--- src/sv/assert_macros.svh ---
// Assertion helpers for the RTL.
`ifndef ASSERT_MACROS_SVH
`define ASSERT_MACROS_SVH
`ifndef SYNTH
`define DTL_ASSERT(lbl, clk, rstn, prop, msg) \
    lbl: assert property (@(posedge clk) disable iff (!rstn) prop) else $error(msg);
`define DTL_ASSERT_ALWAYS(lbl, clk, prop, msg) \
    lbl: assert property (@(posedge clk) prop) else $error(msg);
`else
`define DTL_ASSERT(lbl, clk, rstn, prop, msg)
`define DTL_ASSERT_ALWAYS(lbl, clk, prop, msg)
`endif
`endif

--- src/sv/dtl_pkg.sv ---
`default_nettype none
package dtl_pkg;
    localparam int DATA_ROWS         = 35;
    localparam int TABLE_ENTRIES_DEF = 35;
    localparam int SAMPLE_BITS_DEF   = 10;
    localparam int REF_MV            = 3000;
    localparam int REF_BITS          = 12;
    localparam int MV_BITS           = 11;
    localparam int KELVIN_BITS       = 9;
    localparam int IDX_BITS          = 6;
    localparam int DK_BITS           = 7;
    localparam int Q_BITS            = 8;
    localparam int VALUE_BITS        = 12;

    typedef enum logic [2:0] {
        ST_TEMP    = 3'd0,
        ST_VOLT    = 3'd1,
        ST_INVALID = 3'd2,
        ST_OVER    = 3'd3,
        ST_UNDER   = 3'd4
    } t_status;

    typedef struct packed {
        t_status                 status;
        logic [VALUE_BITS-1:0]   value;
    } t_res;

    function automatic logic [MV_BITS-1:0] cal_mv(input logic [IDX_BITS-1:0] row);
        logic [MV_BITS-1:0] mv;
        case (row)
            6'd0:  mv = 11'd1420;
            6'd1:  mv = 11'd1214;
            6'd2:  mv = 11'd1107;
            6'd3:  mv = 11'd1088;
            6'd4:  mv = 11'd1071;
            6'd5:  mv = 11'd1053;
            6'd6:  mv = 11'd1034;
            6'd7:  mv = 11'd1015;
            6'd8:  mv = 11'd996;
            6'd9:  mv = 11'd976;
            6'd10: mv = 11'd955;
            6'd11: mv = 11'd934;
            6'd12: mv = 11'd912;
            6'd13: mv = 11'd891;
            6'd14: mv = 11'd869;
            6'd15: mv = 11'd847;
            6'd16: mv = 11'd824;
            6'd17: mv = 11'd801;
            6'd18: mv = 11'd779;
            6'd19: mv = 11'd756;
            6'd20: mv = 11'd732;
            6'd21: mv = 11'd709;
            6'd22: mv = 11'd686;
            6'd23: mv = 11'd662;
            6'd24: mv = 11'd638;
            6'd25: mv = 11'd615;
            6'd26: mv = 11'd591;
            6'd27: mv = 11'd567;
            6'd28: mv = 11'd543;
            6'd29: mv = 11'd519;
            6'd30: mv = 11'd495;
            6'd31: mv = 11'd471;
            6'd32: mv = 11'd446;
            6'd33: mv = 11'd422;
            6'd34: mv = 11'd398;
            default: mv = '0;
        endcase
        return mv;
    endfunction

    // Rows are evenly spaced by 10 K starting at 10 K.
    function automatic logic [KELVIN_BITS-1:0] cal_kelvin(input logic [IDX_BITS-1:0] row);
        logic [KELVIN_BITS-1:0] k;
        if (row < IDX_BITS'(DATA_ROWS)) begin
            k = KELVIN_BITS'(({3'd0, row} + 9'd1) * 9'd10);
        end else begin
            k = '0;
        end
        return k;
    endfunction
endpackage
`default_nettype wire

--- src/sv/dtl_front.sv ---
`default_nettype none
module dtl_front import dtl_pkg::*; #(
    parameter int TABLE_ENTRIES = TABLE_ENTRIES_DEF,
    parameter int SAMPLE_BITS   = SAMPLE_BITS_DEF
) (
    input  wire logic                                  i_clk,
    input  wire logic                                  i_rst_n,
    input  wire logic                                  i_en,
    input  wire logic                                  i_vld,
    input  wire logic [SAMPLE_BITS-1:0]                i_code,
    input  wire logic                                  i_sample_valid,
    input  wire logic                                  i_want,
    output logic                                       o_vld,
    output t_res                                       o_res,
    output logic [MV_BITS+SAMPLE_BITS+DK_BITS+1:0]     o_num,
    output logic [MV_BITS+SAMPLE_BITS:0]               o_den2
);
    localparam int ROWS = (TABLE_ENTRIES > DATA_ROWS) ? DATA_ROWS :
                          ((TABLE_ENTRIES < 1) ? 1 : TABLE_ENTRIES);
    localparam int VB = SAMPLE_BITS + REF_BITS;
    localparam int DB = MV_BITS + SAMPLE_BITS;
    localparam int NB = DB + DK_BITS + 2;

    // Stage A: scaled sample voltage.
    logic          r_a_vld, r_a_ok, r_a_want;
    logic [VB-1:0] r_a_v;

    always_ff @(posedge i_clk) begin
        if (!i_rst_n) begin
            r_a_vld <= 1'b0;
        end else if (i_en) begin
            r_a_vld <= i_vld;
        end
    end

    always_ff @(posedge i_clk) begin
        if (i_en) begin
            r_a_v    <= VB'(i_code) * VB'(REF_MV);
            r_a_ok   <= i_sample_valid;
            r_a_want <= i_want;
        end
    end

    // Stage B: compare against every table row at once.
    logic [ROWS-1:0]       n_b_ge;
    logic                  n_b_over;
    logic [VALUE_BITS-1:0] n_b_mv;
    logic                  r_b_vld, r_b_ok, r_b_want, r_b_over;
    logic [ROWS-1:0]       r_b_ge;
    logic [VB-1:0]         r_b_v;
    logic [VALUE_BITS-1:0] r_b_mv;

    always_comb begin
        for (int i = 0; i < ROWS; i++) begin
            n_b_ge[i] = (i != 0) &&
                        (r_a_v >= (VB'(cal_mv(IDX_BITS'(i))) << SAMPLE_BITS));
        end
        n_b_over = r_a_v > (VB'(cal_mv('0)) << SAMPLE_BITS);
        n_b_mv   = VALUE_BITS'((r_a_v + (VB'(1) << (SAMPLE_BITS - 1))) >> SAMPLE_BITS);
    end

    always_ff @(posedge i_clk) begin
        if (!i_rst_n) begin
            r_b_vld <= 1'b0;
        end else if (i_en) begin
            r_b_vld <= r_a_vld;
        end
    end

    always_ff @(posedge i_clk) begin
        if (i_en) begin
            r_b_ge   <= n_b_ge;
            r_b_over <= n_b_over;
            r_b_mv   <= n_b_mv;
            r_b_v    <= r_a_v;
            r_b_ok   <= r_a_ok;
            r_b_want <= r_a_want;
        end
    end

    // Stage C: pick the segment and its endpoints.
    logic [IDX_BITS-1:0]    n_c_idx;
    logic                   n_c_found;
    logic [DB-1:0]          n_c_hi, n_c_lo, n_c_den;
    logic [KELVIN_BITS-1:0] n_c_kprev, n_c_kcur;
    logic                   n_c_slope_ok;
    t_res                   n_c_res;
    logic                   r_c_vld;
    t_res                   r_c_res;
    logic [DB-1:0]          r_c_diff, r_c_den;
    logic [DK_BITS-1:0]     r_c_dk;
    logic [DK_BITS-1:0]     n_c_dk;

    always_comb begin
        n_c_idx   = '0;
        n_c_found = 1'b0;
        for (int i = ROWS - 1; i >= 1; i--) begin
            if (r_b_ge[i]) begin
                n_c_idx   = IDX_BITS'(i);
                n_c_found = 1'b1;
            end
        end
        n_c_hi       = DB'(cal_mv(n_c_idx - IDX_BITS'(1))) << SAMPLE_BITS;
        n_c_lo       = DB'(cal_mv(n_c_idx)) << SAMPLE_BITS;
        n_c_den      = n_c_hi - n_c_lo;
        n_c_kprev    = cal_kelvin(n_c_idx - IDX_BITS'(1));
        n_c_kcur     = cal_kelvin(n_c_idx);
        n_c_slope_ok = (n_c_den != '0) && (n_c_kcur >= n_c_kprev);
        n_c_dk       = n_c_slope_ok ?
                       DK_BITS'(12'(n_c_kcur - n_c_kprev) * 12'd10) : '0;

        n_c_res.value = '0;
        if (!r_b_ok) begin
            n_c_res.status = ST_INVALID;
        end else if (r_b_want) begin
            n_c_res.status = ST_VOLT;
            n_c_res.value  = r_b_mv;
        end else if (r_b_over) begin
            n_c_res.status = ST_OVER;
        end else if (!n_c_found) begin
            n_c_res.status = ST_UNDER;
        end else begin
            n_c_res.status = ST_TEMP;
            n_c_res.value  = VALUE_BITS'(n_c_kprev) * VALUE_BITS'(10);
        end
    end

    always_ff @(posedge i_clk) begin
        if (!i_rst_n) begin
            r_c_vld <= 1'b0;
        end else if (i_en) begin
            r_c_vld <= r_b_vld;
        end
    end

    always_ff @(posedge i_clk) begin
        if (i_en) begin
            r_c_res  <= n_c_res;
            r_c_diff <= DB'(VB'(n_c_hi) - r_b_v);
            // A flat segment divides by one with a zero step, so its quotient is zero.
            r_c_den  <= (n_c_den == '0) ? DB'(1) : n_c_den;
            r_c_dk   <= n_c_dk;
        end
    end

    // Stage D: numerator and divisor of the rounded quotient.
    always_ff @(posedge i_clk) begin
        if (!i_rst_n) begin
            o_vld <= 1'b0;
        end else if (i_en) begin
            o_vld <= r_c_vld;
        end
    end

    always_ff @(posedge i_clk) begin
        if (i_en) begin
            o_res  <= r_c_res;
            o_num  <= ((NB'(r_c_dk) * NB'(r_c_diff)) << 1) + NB'(r_c_den);
            o_den2 <= {r_c_den, 1'b0};
        end
    end
endmodule
`default_nettype wire

--- src/sv/dtl_div_stage.sv ---
`default_nettype none
module dtl_div_stage import dtl_pkg::*; #(
    parameter int NB    = 28,
    parameter int DB    = 21,
    parameter int SHIFT = 0
) (
    input  wire logic               i_clk,
    input  wire logic               i_rst_n,
    input  wire logic               i_en,
    input  wire logic               i_vld,
    input  t_res                    i_res,
    input  wire logic [NB-1:0]      i_rem,
    input  wire logic [DB:0]        i_den2,
    input  wire logic [Q_BITS-1:0]  i_q,
    output logic                    o_vld,
    output t_res                    o_res,
    output logic [NB-1:0]           o_rem,
    output logic [DB:0]             o_den2,
    output logic [Q_BITS-1:0]       o_q
);
    logic [NB-1:0]     n_trial, n_rem;
    logic [Q_BITS-1:0] n_q;

    always_comb begin
        n_trial = NB'(i_den2) << SHIFT;
        n_rem   = i_rem;
        n_q     = i_q;
        if (i_rem >= n_trial) begin
            n_rem      = i_rem - n_trial;
            n_q[SHIFT] = 1'b1;
        end
    end

    always_ff @(posedge i_clk) begin
        if (!i_rst_n) begin
            o_vld <= 1'b0;
        end else if (i_en) begin
            o_vld <= i_vld;
        end
    end

    always_ff @(posedge i_clk) begin
        if (i_en) begin
            o_res  <= i_res;
            o_rem  <= n_rem;
            o_den2 <= i_den2;
            o_q    <= n_q;
        end
    end
endmodule
`default_nettype wire

--- src/sv/diode_temperature_linearizer.sv ---
// Throughput: one request per cycle unless a valid output is stalled; 4 front
// stages, an 8-stage quotient pipeline one bit per stage, and the output register.
// The whole pipeline holds while a valid output is stalled.
// Reset (synchronous, active low) clears all valid bits; data is not reset.
`default_nettype none
`include "assert_macros.svh"
module diode_temperature_linearizer import dtl_pkg::*; #(
    parameter int TABLE_ENTRIES = TABLE_ENTRIES_DEF,
    parameter int SAMPLE_BITS   = SAMPLE_BITS_DEF
) (
    input  wire logic                    i_clk,
    input  wire logic                    i_rst_n,
    input  wire logic                    i_valid,
    output logic                         o_stall,
    input  wire logic [SAMPLE_BITS-1:0]  i_sample_code,
    input  wire logic                    i_sample_valid,
    input  wire logic                    i_want_voltage,
    output logic                         o_valid,
    input  wire logic                    i_stall,
    output logic [2:0]                   o_status,
    output logic [VALUE_BITS-1:0]        o_value
);
    localparam int DB = MV_BITS + SAMPLE_BITS;
    localparam int NB = DB + DK_BITS + 2;

    logic              w_en;
    logic              w_vld  [0:Q_BITS];
    t_res              w_res  [0:Q_BITS];
    logic [NB-1:0]     w_rem  [0:Q_BITS];
    logic [DB:0]       w_den2 [0:Q_BITS];
    logic [Q_BITS-1:0] w_q    [0:Q_BITS];
    logic              r_vld;
    t_res              r_res;

    assign w_en    = !(r_vld && i_stall);
    assign o_stall = !w_en;
    assign w_q[0]  = '0;

    dtl_front #(
        .TABLE_ENTRIES (TABLE_ENTRIES),
        .SAMPLE_BITS   (SAMPLE_BITS)
    ) u_front (
        .i_clk          (i_clk),
        .i_rst_n        (i_rst_n),
        .i_en           (w_en),
        .i_vld          (i_valid),
        .i_code         (i_sample_code),
        .i_sample_valid (i_sample_valid),
        .i_want         (i_want_voltage),
        .o_vld          (w_vld[0]),
        .o_res          (w_res[0]),
        .o_num          (w_rem[0]),
        .o_den2         (w_den2[0])
    );

    for (genvar g = 0; g < Q_BITS; g++) begin : g_div
        dtl_div_stage #(
            .NB    (NB),
            .DB    (DB),
            .SHIFT (Q_BITS - 1 - g)
        ) u_stage (
            .i_clk   (i_clk),
            .i_rst_n (i_rst_n),
            .i_en    (w_en),
            .i_vld   (w_vld[g]),
            .i_res   (w_res[g]),
            .i_rem   (w_rem[g]),
            .i_den2  (w_den2[g]),
            .i_q     (w_q[g]),
            .o_vld   (w_vld[g+1]),
            .o_res   (w_res[g+1]),
            .o_rem   (w_rem[g+1]),
            .o_den2  (w_den2[g+1]),
            .o_q     (w_q[g+1])
        );
    end

    always_ff @(posedge i_clk) begin
        if (!i_rst_n) begin
            r_vld <= 1'b0;
        end else if (w_en) begin
            r_vld <= w_vld[Q_BITS];
        end
    end

    always_ff @(posedge i_clk) begin
        if (w_en) begin
            r_res.status <= w_res[Q_BITS].status;
            if (w_res[Q_BITS].status == ST_TEMP) begin
                r_res.value <= w_res[Q_BITS].value + VALUE_BITS'(w_q[Q_BITS]);
            end else begin
                r_res.value <= w_res[Q_BITS].value;
            end
        end
    end

    assign o_valid  = r_vld;
    assign o_status = r_res.status;
    assign o_value  = r_res.value;

    `DTL_ASSERT(a_temp_range, i_clk, i_rst_n, (o_valid && o_status == ST_TEMP) |-> (o_value >= 12'd100 && o_value <= 12'd3500), "temperature out of table range")
    `DTL_ASSERT(a_flag_zero, i_clk, i_rst_n, (o_valid && (o_status == ST_INVALID || o_status == ST_OVER || o_status == ST_UNDER)) |-> (o_value == '0), "flagged result carries a value")
    `DTL_ASSERT(a_volt_range, i_clk, i_rst_n, (o_valid && o_status == ST_VOLT) |-> (o_value <= 12'd3000), "voltage above reference")
    `DTL_ASSERT(a_quot_range, i_clk, i_rst_n, (w_vld[Q_BITS] && w_res[Q_BITS].status == ST_TEMP) |-> (w_q[Q_BITS] <= Q_BITS'(100)), "interpolation step exceeds segment")
endmodule
`default_nettype wire

--- config.mk ---
export PLATFORM = sky130hd
export DESIGN_NAME = diode_temperature_linearizer
export DESIGN_NICKNAME = d
export VERILOG_FILES = /design/src/sv/dtl_pkg.sv /design/src/sv/dtl_front.sv /design/src/sv/dtl_div_stage.sv /design/src/sv/diode_temperature_linearizer.sv
export VERILOG_INCLUDE_DIRS = /design/src /design/src/sv
export SDC_FILE = /design/constraint.sdc
export NUM_CORES = 2
export LEC_CHECK = 0
export BUFFER_PORTS_ARGS = -buffer_cell sky130_fd_sc_hd__buf_2
export CORE_MARGIN = 4
export CORE_UTILIZATION = 35
export CTS_CLUSTER_SIZE = 28
export DETAILED_ROUTE_END_ITERATION = 16
export PLACE_DENSITY_LB_ADDON = 0.2
export SLEW_MARGIN = 20
export SYNTH_ARGS = -nofsm -noshare
export SYNTH_HDL_FRONTEND = slang
export SYNTH_SLANG_ARGS = --single-unit
--- constraint.sdc ---
create_clock -name i_clk -period 18.45 [get_ports i_clk]
set_input_delay 1.845 -clock i_clk [delete_from_list [all_inputs] [get_ports i_clk]]
set_output_delay 1.845 -clock i_clk [all_outputs]
set_load 0.05 [all_outputs]
== Yosys cells after proc, flatten, opt, wreduce, memory -nomap -nowiden ==
Memory sizes are Yosys's and may differ from the RTL's.
Index checks and enable logic that the tools add are counted.
Word-level totals
  register bits after elaboration: 759
  ROM bits: 1408
  input port bits: 16
  output and inout bits: 17
  memories: 2
Memories
  (no name shown): depth 64, bits a word 11, rd ports 1, clocked after Yosys merged registers in 0, wr ports 0, RTL line dtl_pkg.sv:30  | case (row)
  (no name shown): depth 64, bits a word 11, rd ports 1, clocked after Yosys merged registers in 0, wr ports 0, RTL line dtl_pkg.sv:30
Operators by class
  add/subtract/negate cells: 16
  multiply operators: 6
  $lt $le $gt $ge: 46
  multiplexer cells: 84
  bitwise operators: 1
  reductions and logical operators: 6
Operators with widths (count)
  $ge 22x20->1 const B: 23
  $mux 30: 7
  $mux 6: 34
  $ge 22x21->1 const B: 6
  $ge 22x19->1 const B: 5
  $sub 21x21->21: 2
  $mux 12: 3
  $mux 1: 35
  $add 29x21->30: 1
  $ge 30x22->1: 1
  $ge 30x23->1: 1
  $ge 30x24->1: 1
  $ge 30x25->1: 1
  $ge 30x26->1: 1
  $ge 30x27->1: 1
  $ge 30x28->1: 1
  $ge 30x29->1: 1
  $sub 30x23->30: 1
  $sub 30x24->30: 1
  $sub 30x25->30: 1
  $sub 30x26->30: 1
  $sub 30x27->30: 1
  $sub 30x28->30: 1
  $sub 30x29->30: 1
  23 further kinds: 28

== Depth between registers and ports, before layout ==
  depth in word-level cells: 42
  mapped depth: 29
  depth with buffers taken out: 28

== Modules after synthesis ==
A second synthesis with hierarchy kept.
Second synthesis, totals
  cells, all modules: 4410
  area, all modules: 50073.0 µm²
Modules (own cells, without submodules)
  dtl_front: times used 1, cells an instance 1630, area an instance 16533.4 µm², sequential area each 5755.5 µm²
  dtl_div_stage (g_div[6].u_stage): times used 1, cells an instance 346, area an instance 4337.9 µm², sequential area each 2272.2 µm²
  dtl_div_stage (g_div[7].u_stage): times used 1, cells an instance 342, area an instance 4197.8 µm², sequential area each 2272.2 µm²
  dtl_div_stage (g_div[2].u_stage): times used 1, cells an instance 322, area an instance 4087.7 µm², sequential area each 2272.2 µm²
  dtl_div_stage (g_div[3].u_stage): times used 1, cells an instance 348, area an instance 4042.6 µm², sequential area each 2272.2 µm²
  dtl_div_stage (g_div[4].u_stage): times used 1, cells an instance 346, area an instance 4012.6 µm², sequential area each 2272.2 µm²
  dtl_div_stage (g_div[1].u_stage): times used 1, cells an instance 347, area an instance 3977.6 µm², sequential area each 2272.2 µm²
  dtl_div_stage (g_div[0].u_stage): times used 1, cells an instance 301, area an instance 3935.0 µm², sequential area each 2272.2 µm²
  dtl_div_stage (g_div[5].u_stage): times used 1, cells an instance 324, area an instance 3916.3 µm², sequential area each 2272.2 µm²
  diode_temperature_linearizer: times used 1, cells an instance 104, area an instance 1032.2 µm², sequential area each 470.5 µm²

== Least setup slack after synthesis ==
No wires, ideal clock.
  path kind: input-to-reg
  start: in i_stall
  end: reg g_div[0].u_stage.o_den2[11], enable pin
  arrival: 18.828 ns
  slack: -1.605 ns
  stages: 2
  path through: nand2_1 buf_1
Between the ends
  cells in the longest elaborated chain, start to end: 1
Ends and longest elaborated chain
  start, declared: RTL line diode_temperature_linearizer.sv:19  | input wire logic i_stall,
  $logic_and 1x1->1: RTL line diode_temperature_linearizer.sv:35  | assign w_en = !(r_vld && i_stall);
  end signal, assigned: RTL line dtl_div_stage.sv:46  | o_den2 <= i_den2;
  end, declared: RTL line dtl_div_stage.sv:18  | output logic [DB:0] o_den2,
Every way passes these cells.
A chain may end at the register's enable or synchronous reset.

== Worst setup path in the final report ==
  start: reg u_front.r_b_ge[30]
  end: reg u_front.r_c_dk[3] (data pin)
Between the ends
  cells in the longest elaborated chain, start to end: 36
  elaborated cells between the ends (all ways): 47
Ends and longest elaborated chain
  start, declared: RTL line dtl_front.sv:49  | logic [ROWS-1:0] r_b_ge;
  start signal, assigned: RTL line dtl_front.sv:72  | r_b_ge <= n_b_ge;
  $mux 6 * (30 in series): RTL line dtl_front.sv:98  | if (r_b_ge[i]) begin
  $sub 6x1->6: RTL line dtl_front.sv:103, dtl_front.sv:106
  $add 6x1->7: RTL line dtl_pkg.sv:75  | k = KELVIN_BITS'(({3'd0, row} + 9'd1) * 9'd10);
  $mul 9x3->8: RTL line dtl_pkg.sv:75
  $mux 9: RTL line dtl_pkg.sv:74  | if (row < IDX_BITS'(DATA_ROWS)) begin
  $sub 9x9->10 / $ge 9x9->1 (equally long branches): RTL line dtl_front.sv:110, dtl_front.sv:108
  $mul 12x3->6 / $logic_and 1x1->1 (equally long branches): RTL line dtl_front.sv:110, dtl_front.sv:108
  end signal, assigned: RTL line dtl_front.sv:142  | r_c_dk <= n_c_dk;
  end, declared: RTL line dtl_front.sv:91  | logic [DK_BITS-1:0] r_c_dk;
Every way passes the cells marked *; elsewhere a longest branch is shown, timed or not.

==> summary by stage <==
Setup path
Together, buffers and inverters on the worst path number 1. STA classifies the critical path startpoint as a flop. The delay of the slowest cell on the worst path is 890 ps. The maximum fanout along the worst path is 21. The critical path's slowest cell is sky130_fd_sc_hd__ha_1. STA puts the critical path data required time at 18,820 ps. The family of cells with the greatest summed delay on the critical path is compound AO/OA/AOI/OAI gates. The sort of element at the end of the critical path is a flop.

The critical path goes through or4_1, a21oi_1, o2111ai_1, a311oi_1, or2_2, ha_1, clkinv_1, ha_1, nand2_1, a31oi_1, a31oi_1, o21ai_0, ha_1, nor2b_1, o21ai_0, a21boi_0, o21ai_0, nand2_1, xor2_1, or4_1, or4_1, a21oi_1, nor2_1. At the worst endpoint, the arrival time is between 8000 and 9000 ps. The worst setup path is of the reg -> reg kind.

Global route
The via count of the first global-routing pass was 23,272. Summed over all layers, the global routing overflow is 0. The maximum number of pins on one net before global-route repair is between 150 and 200. The first-pass GRT wire length is 119,000 µm.

The overall fraction of global-route tracks in use is 0.130. The initial antenna violation count is 1.

Floorplanning
The die area is 112,000 µm². The area inside the core boundary is about 110,000 µm². From left edge to right edge, the die measures 334 µm. Pin placement for this block handled 33 I/O pins. The floorplan has around 120 rows. The die is 334 µm tall. The initial utilization of the core area, before any placement, comes to 0.353.

STA
For the final routed database, the setup TNS stands at 0 ps. The maximum clock frequency is 119 MHz. Hold is met by roughly 410 ps. Subtracting the final worst setup slack from the clock period gives approximately 8400 ps.

Setup repair after global routing left no endpoint under its margin. The transition time at the pin with the least slew margin is approximately 1100 ps. Setup violations remaining at the end of the flow were counted as 0. Dividing the final minimum period by the clock period gives 0.454. The count of pins over their slew limit is 0.

The worst path meets setup with between 10,000 and 15,000 ps of slack. The final clock skew is 23.2 ps. The worst slew margin relative to its limit is 0.300. The hold violation count in the final report was 0.

Clock tree
The number of H-tree levels is 3. The number of sinks on the clock net is 635. The number of hold-repair buffers added at the cts stage is 0. Clock tree synthesis inserted a total of 76 buffers. The maximum clock insertion buffer count is 3. The clock network latency to the later pin of the worst-skew pair is about 630 ps. The cell sitting at the root of the clock tree is a sky130_fd_sc_hd__clkbuf_16. In this run, post-CTS repair resized a total of 0 instances.

TritonCTS built the clock tree. Clock-pin slew was measured on the worst setup and hold paths at ~60 ps. The post-CTS setup-driven buffer insertion count is 0.

Yosys
The net count after synthesis is 3,668. The number of instances in the synthesized netlist is 3,247. The synthesized design contains 622 enable-type register cells. The count of warnings emitted by yosys is 0. The share of the Yosys chip area taken by registers is 0.509.

The synthesized design contains 635 register bits. In this run the mean area of a mapped cell was between 10 and 15 µm². After synthesis, the share of flip-flops with an asynchronous set or reset is 0. The netlist uses 91 different library cells. The dominant synthesized flop cell is sky130_fd_sc_hd__edfxtp_1. The combined area of all synthesized cells is roughly 37,000 µm².

Finish
The cell area after layout is 41,400 µm². The fraction of layout cells with a size suffix above 1 is 0.0623. The total number of nets in the final design is between 3,000 and 4,000.

The final-layout fill cell count is slightly above 10,000. The layout overhead on the synthesized area is 11.3%. The number of inserted diodes is 0.

Route
Dividing the detail-routed wire length by the instance count gives approximately 15 µm. The final layout contains routed wiring with a total length of 72,100 µm. The detailed-route DRC error count is 0.

The number of vias in the routed layout is 23,163. The average via count per standard cell is 4.88. The count of nets left with antenna violations once routing finished came out at 0. Before antenna repair, the detailed router went through 5 iterations. The number of DRC markers after the initial detailed-route iteration is 1,330.

Placed design
The estimated wirelength of the detail-placed design is 53,300 µm. The weighted congestion reported at the end of routability-driven placement is 0.869. The post-placement cell area is 39,000 µm². The count of port buffers added during placement is 32. Prior to clock tree synthesis, the placed netlist has a worst setup slack of 10,220 ps.

Min path
The min-delay analysis places its worst path in the category reg -> reg.

Run
The max-capacitance violation count is 0.

Outcome
The flow ran to the end, and the final reports show no timing, DRC or antenna violations.
-- state kept, by name (all words and copies together) (netlist names), 3 cells and up --
name,count
g_div.u_stage.o_den2,77
g_div.u_stage.o_q,36
g_div.u_stage.o_rem,185
g_div.u_stage.o_res,120
g_div.u_stage.o_vld,8
o_status,3
o_value,12
u_front.o_den2,11
u_front.o_num,25
u_front.o_res,15
u_front.r_a_v,19
u_front.r_b_ge,34
u_front.r_b_mv,12
u_front.r_b_v,18
u_front.r_c_den,12
u_front.r_c_diff,18
u_front.r_c_dk,5
u_front.r_c_res,15
-- worst reg2reg max path, delay by kind of cell (launching register included) --
kind	cells	cell delay, ps
AO/OA/AOI/OAI	10	3010
XOR/XNOR	1	160
adder cells (fa/ha/maj)	3	1570
buffers and inverters	1	360
flip-flops	1	450
AND/OR/NAND/NOR	8	2560
-- cell type report --
cell class / instances / area, µm² / share of cell area
Inverter: 327 / 1230 / 0.0296
Multi-Input combinational cell: 2212 / 16800 / 0.405
Sequential cell: 635 / 18900 / 0.457
Clock buffer: 92 / 1980 / 0.0479
Timing Repair Buffer: 45 / 283 / 0.00683
Tap cell: 1391 / 1740 / 0.0420
Clock inverter: 44 / 465 / 0.0112
-- cell usage after synthesis (9+ instances only) --
master / count / area (µm²)
sky130_fd_sc_hd__a211oi_1: 12 / 90.1
sky130_fd_sc_hd__a21boi_0: 20 / 150
sky130_fd_sc_hd__a21o_1: 73 / 548
sky130_fd_sc_hd__a21oi_1: 173 / 866
sky130_fd_sc_hd__a31oi_1: 24 / 150
sky130_fd_sc_hd__and2_1: 59 / 369
sky130_fd_sc_hd__and3_1: 19 / 119
sky130_fd_sc_hd__buf_1: 9 / 33.8
sky130_fd_sc_hd__clkbuf_1: 59 / 221
sky130_fd_sc_hd__dfxtp_1: 13 / 260
sky130_fd_sc_hd__edfxtp_1: 622 / 18700
sky130_fd_sc_hd__fa_1: 94 / 1880
sky130_fd_sc_hd__ha_1: 311 / 3890
sky130_fd_sc_hd__inv_1: 325 / 1220
sky130_fd_sc_hd__mux2_2: 14 / 158
sky130_fd_sc_hd__nand2_1: 291 / 1090
sky130_fd_sc_hd__nand2b_1: 27 / 169
sky130_fd_sc_hd__nand3_1: 47 / 235
sky130_fd_sc_hd__nand4_1: 24 / 150
sky130_fd_sc_hd__nor2_1: 194 / 728
sky130_fd_sc_hd__nor2b_1: 30 / 188
sky130_fd_sc_hd__nor3_1: 71 / 355
sky130_fd_sc_hd__nor3b_1: 18 / 135
sky130_fd_sc_hd__nor4_1: 37 / 231
sky130_fd_sc_hd__o211ai_1: 13 / 97.6
sky130_fd_sc_hd__o21a_1: 14 / 105
sky130_fd_sc_hd__o21ai_0: 153 / 766
sky130_fd_sc_hd__o21bai_1: 23 / 173
sky130_fd_sc_hd__o31ai_1: 17 / 128
sky130_fd_sc_hd__or2_2: 12 / 75.1
sky130_fd_sc_hd__or3_1: 20 / 125
sky130_fd_sc_hd__or4_1: 14 / 105
sky130_fd_sc_hd__xnor2_1: 170 / 1490
sky130_fd_sc_hd__xor2_1: 90 / 788
-- stage by stage --
stage | instances | utilization
global placement | 4610 | 0.370
CTS | 4746 | 0.393
finish | 4746 | 0.393
floorplan | 3247 | -
detailed placement | 4610 | 0.370
global route | 4746 | 0.393
-- cells by family after synthesis --
| logic type | after synthesis | share of synthesized area |
|---|---|---|
| and+or+nand+nor | 905 | 0.121 |
| DFF | 635 | 0.509 |
| AOI/OAI and AO/OA | 621 | 0.107 |
| adders and majority gates | 405 | 0.155 |
| buffers and inverters | 400 | 0.0405 |
| xor gates and xnor gates | 261 | 0.0618 |
| muxes | 19 | 0.00558 |
| other | 1 | 0.000101 |
-- cells in the final DEF, fill, tap and decap left out, types with 15 or more instances in the layout --
cell,count
sky130_fd_sc_hd__edfxtp_1,622
sky130_fd_sc_hd__inv_1,325
sky130_fd_sc_hd__xor2_1,90
sky130_fd_sc_hd__or3_1,20
sky130_fd_sc_hd__nand3_1,47
sky130_fd_sc_hd__xnor2_1,170
sky130_fd_sc_hd__and2_1,59
sky130_fd_sc_hd__a21o_1,73
sky130_fd_sc_hd__o21ai_0,153
sky130_fd_sc_hd__a31oi_1,24
sky130_fd_sc_hd__nand4_1,24
sky130_fd_sc_hd__nand2b_1,27
sky130_fd_sc_hd__o21bai_1,23
sky130_fd_sc_hd__nand2_1,290
sky130_fd_sc_hd__clkbuf_16,77
sky130_fd_sc_hd__nor4_1,37
sky130_fd_sc_hd__nor3b_1,18
sky130_fd_sc_hd__and3_1,19
sky130_fd_sc_hd__clkbuf_1,15
sky130_fd_sc_hd__clkinv_1,19
sky130_fd_sc_hd__a21boi_0,20
sky130_fd_sc_hd__ha_1,311
sky130_fd_sc_hd__nor3_1,71
sky130_fd_sc_hd__nor2b_1,30
sky130_fd_sc_hd__nor2_1,193
sky130_fd_sc_hd__fa_1,94
sky130_fd_sc_hd__buf_2,32
sky130_fd_sc_hd__o31ai_1,17
sky130_fd_sc_hd__a21oi_1,173
-- layer usage --
layer  vias up  wire length (µm)  GRT usage
met1     10861             33600      0.171
met3       133              2790     0.0214
met5         -                 0          0
li1      11774                 -          -
met4         0              1970     0.0455
met2       395             33800      0.217
-- worst paths after layout --
path	to	start	slack, ps	cells after the start
setup / recovery	u_front.r_c_dk[3]	u_front.r_b_ge[30]	10070	23
hold / removal	g_div[1].u_stage.o_res[5]	g_div[0].u_stage.o_res[5]	410	0
setup reg to reg	u_front.r_c_dk[3]	u_front.r_b_ge[30]	10070	23
hold reg to reg	g_div[1].u_stage.o_res[5]	g_div[0].u_stage.o_res[5]	410	0
Power is left out: the tool's default activity adds up to more than one toggle a clock period on the data nets, which glitch-free logic cannot reach.
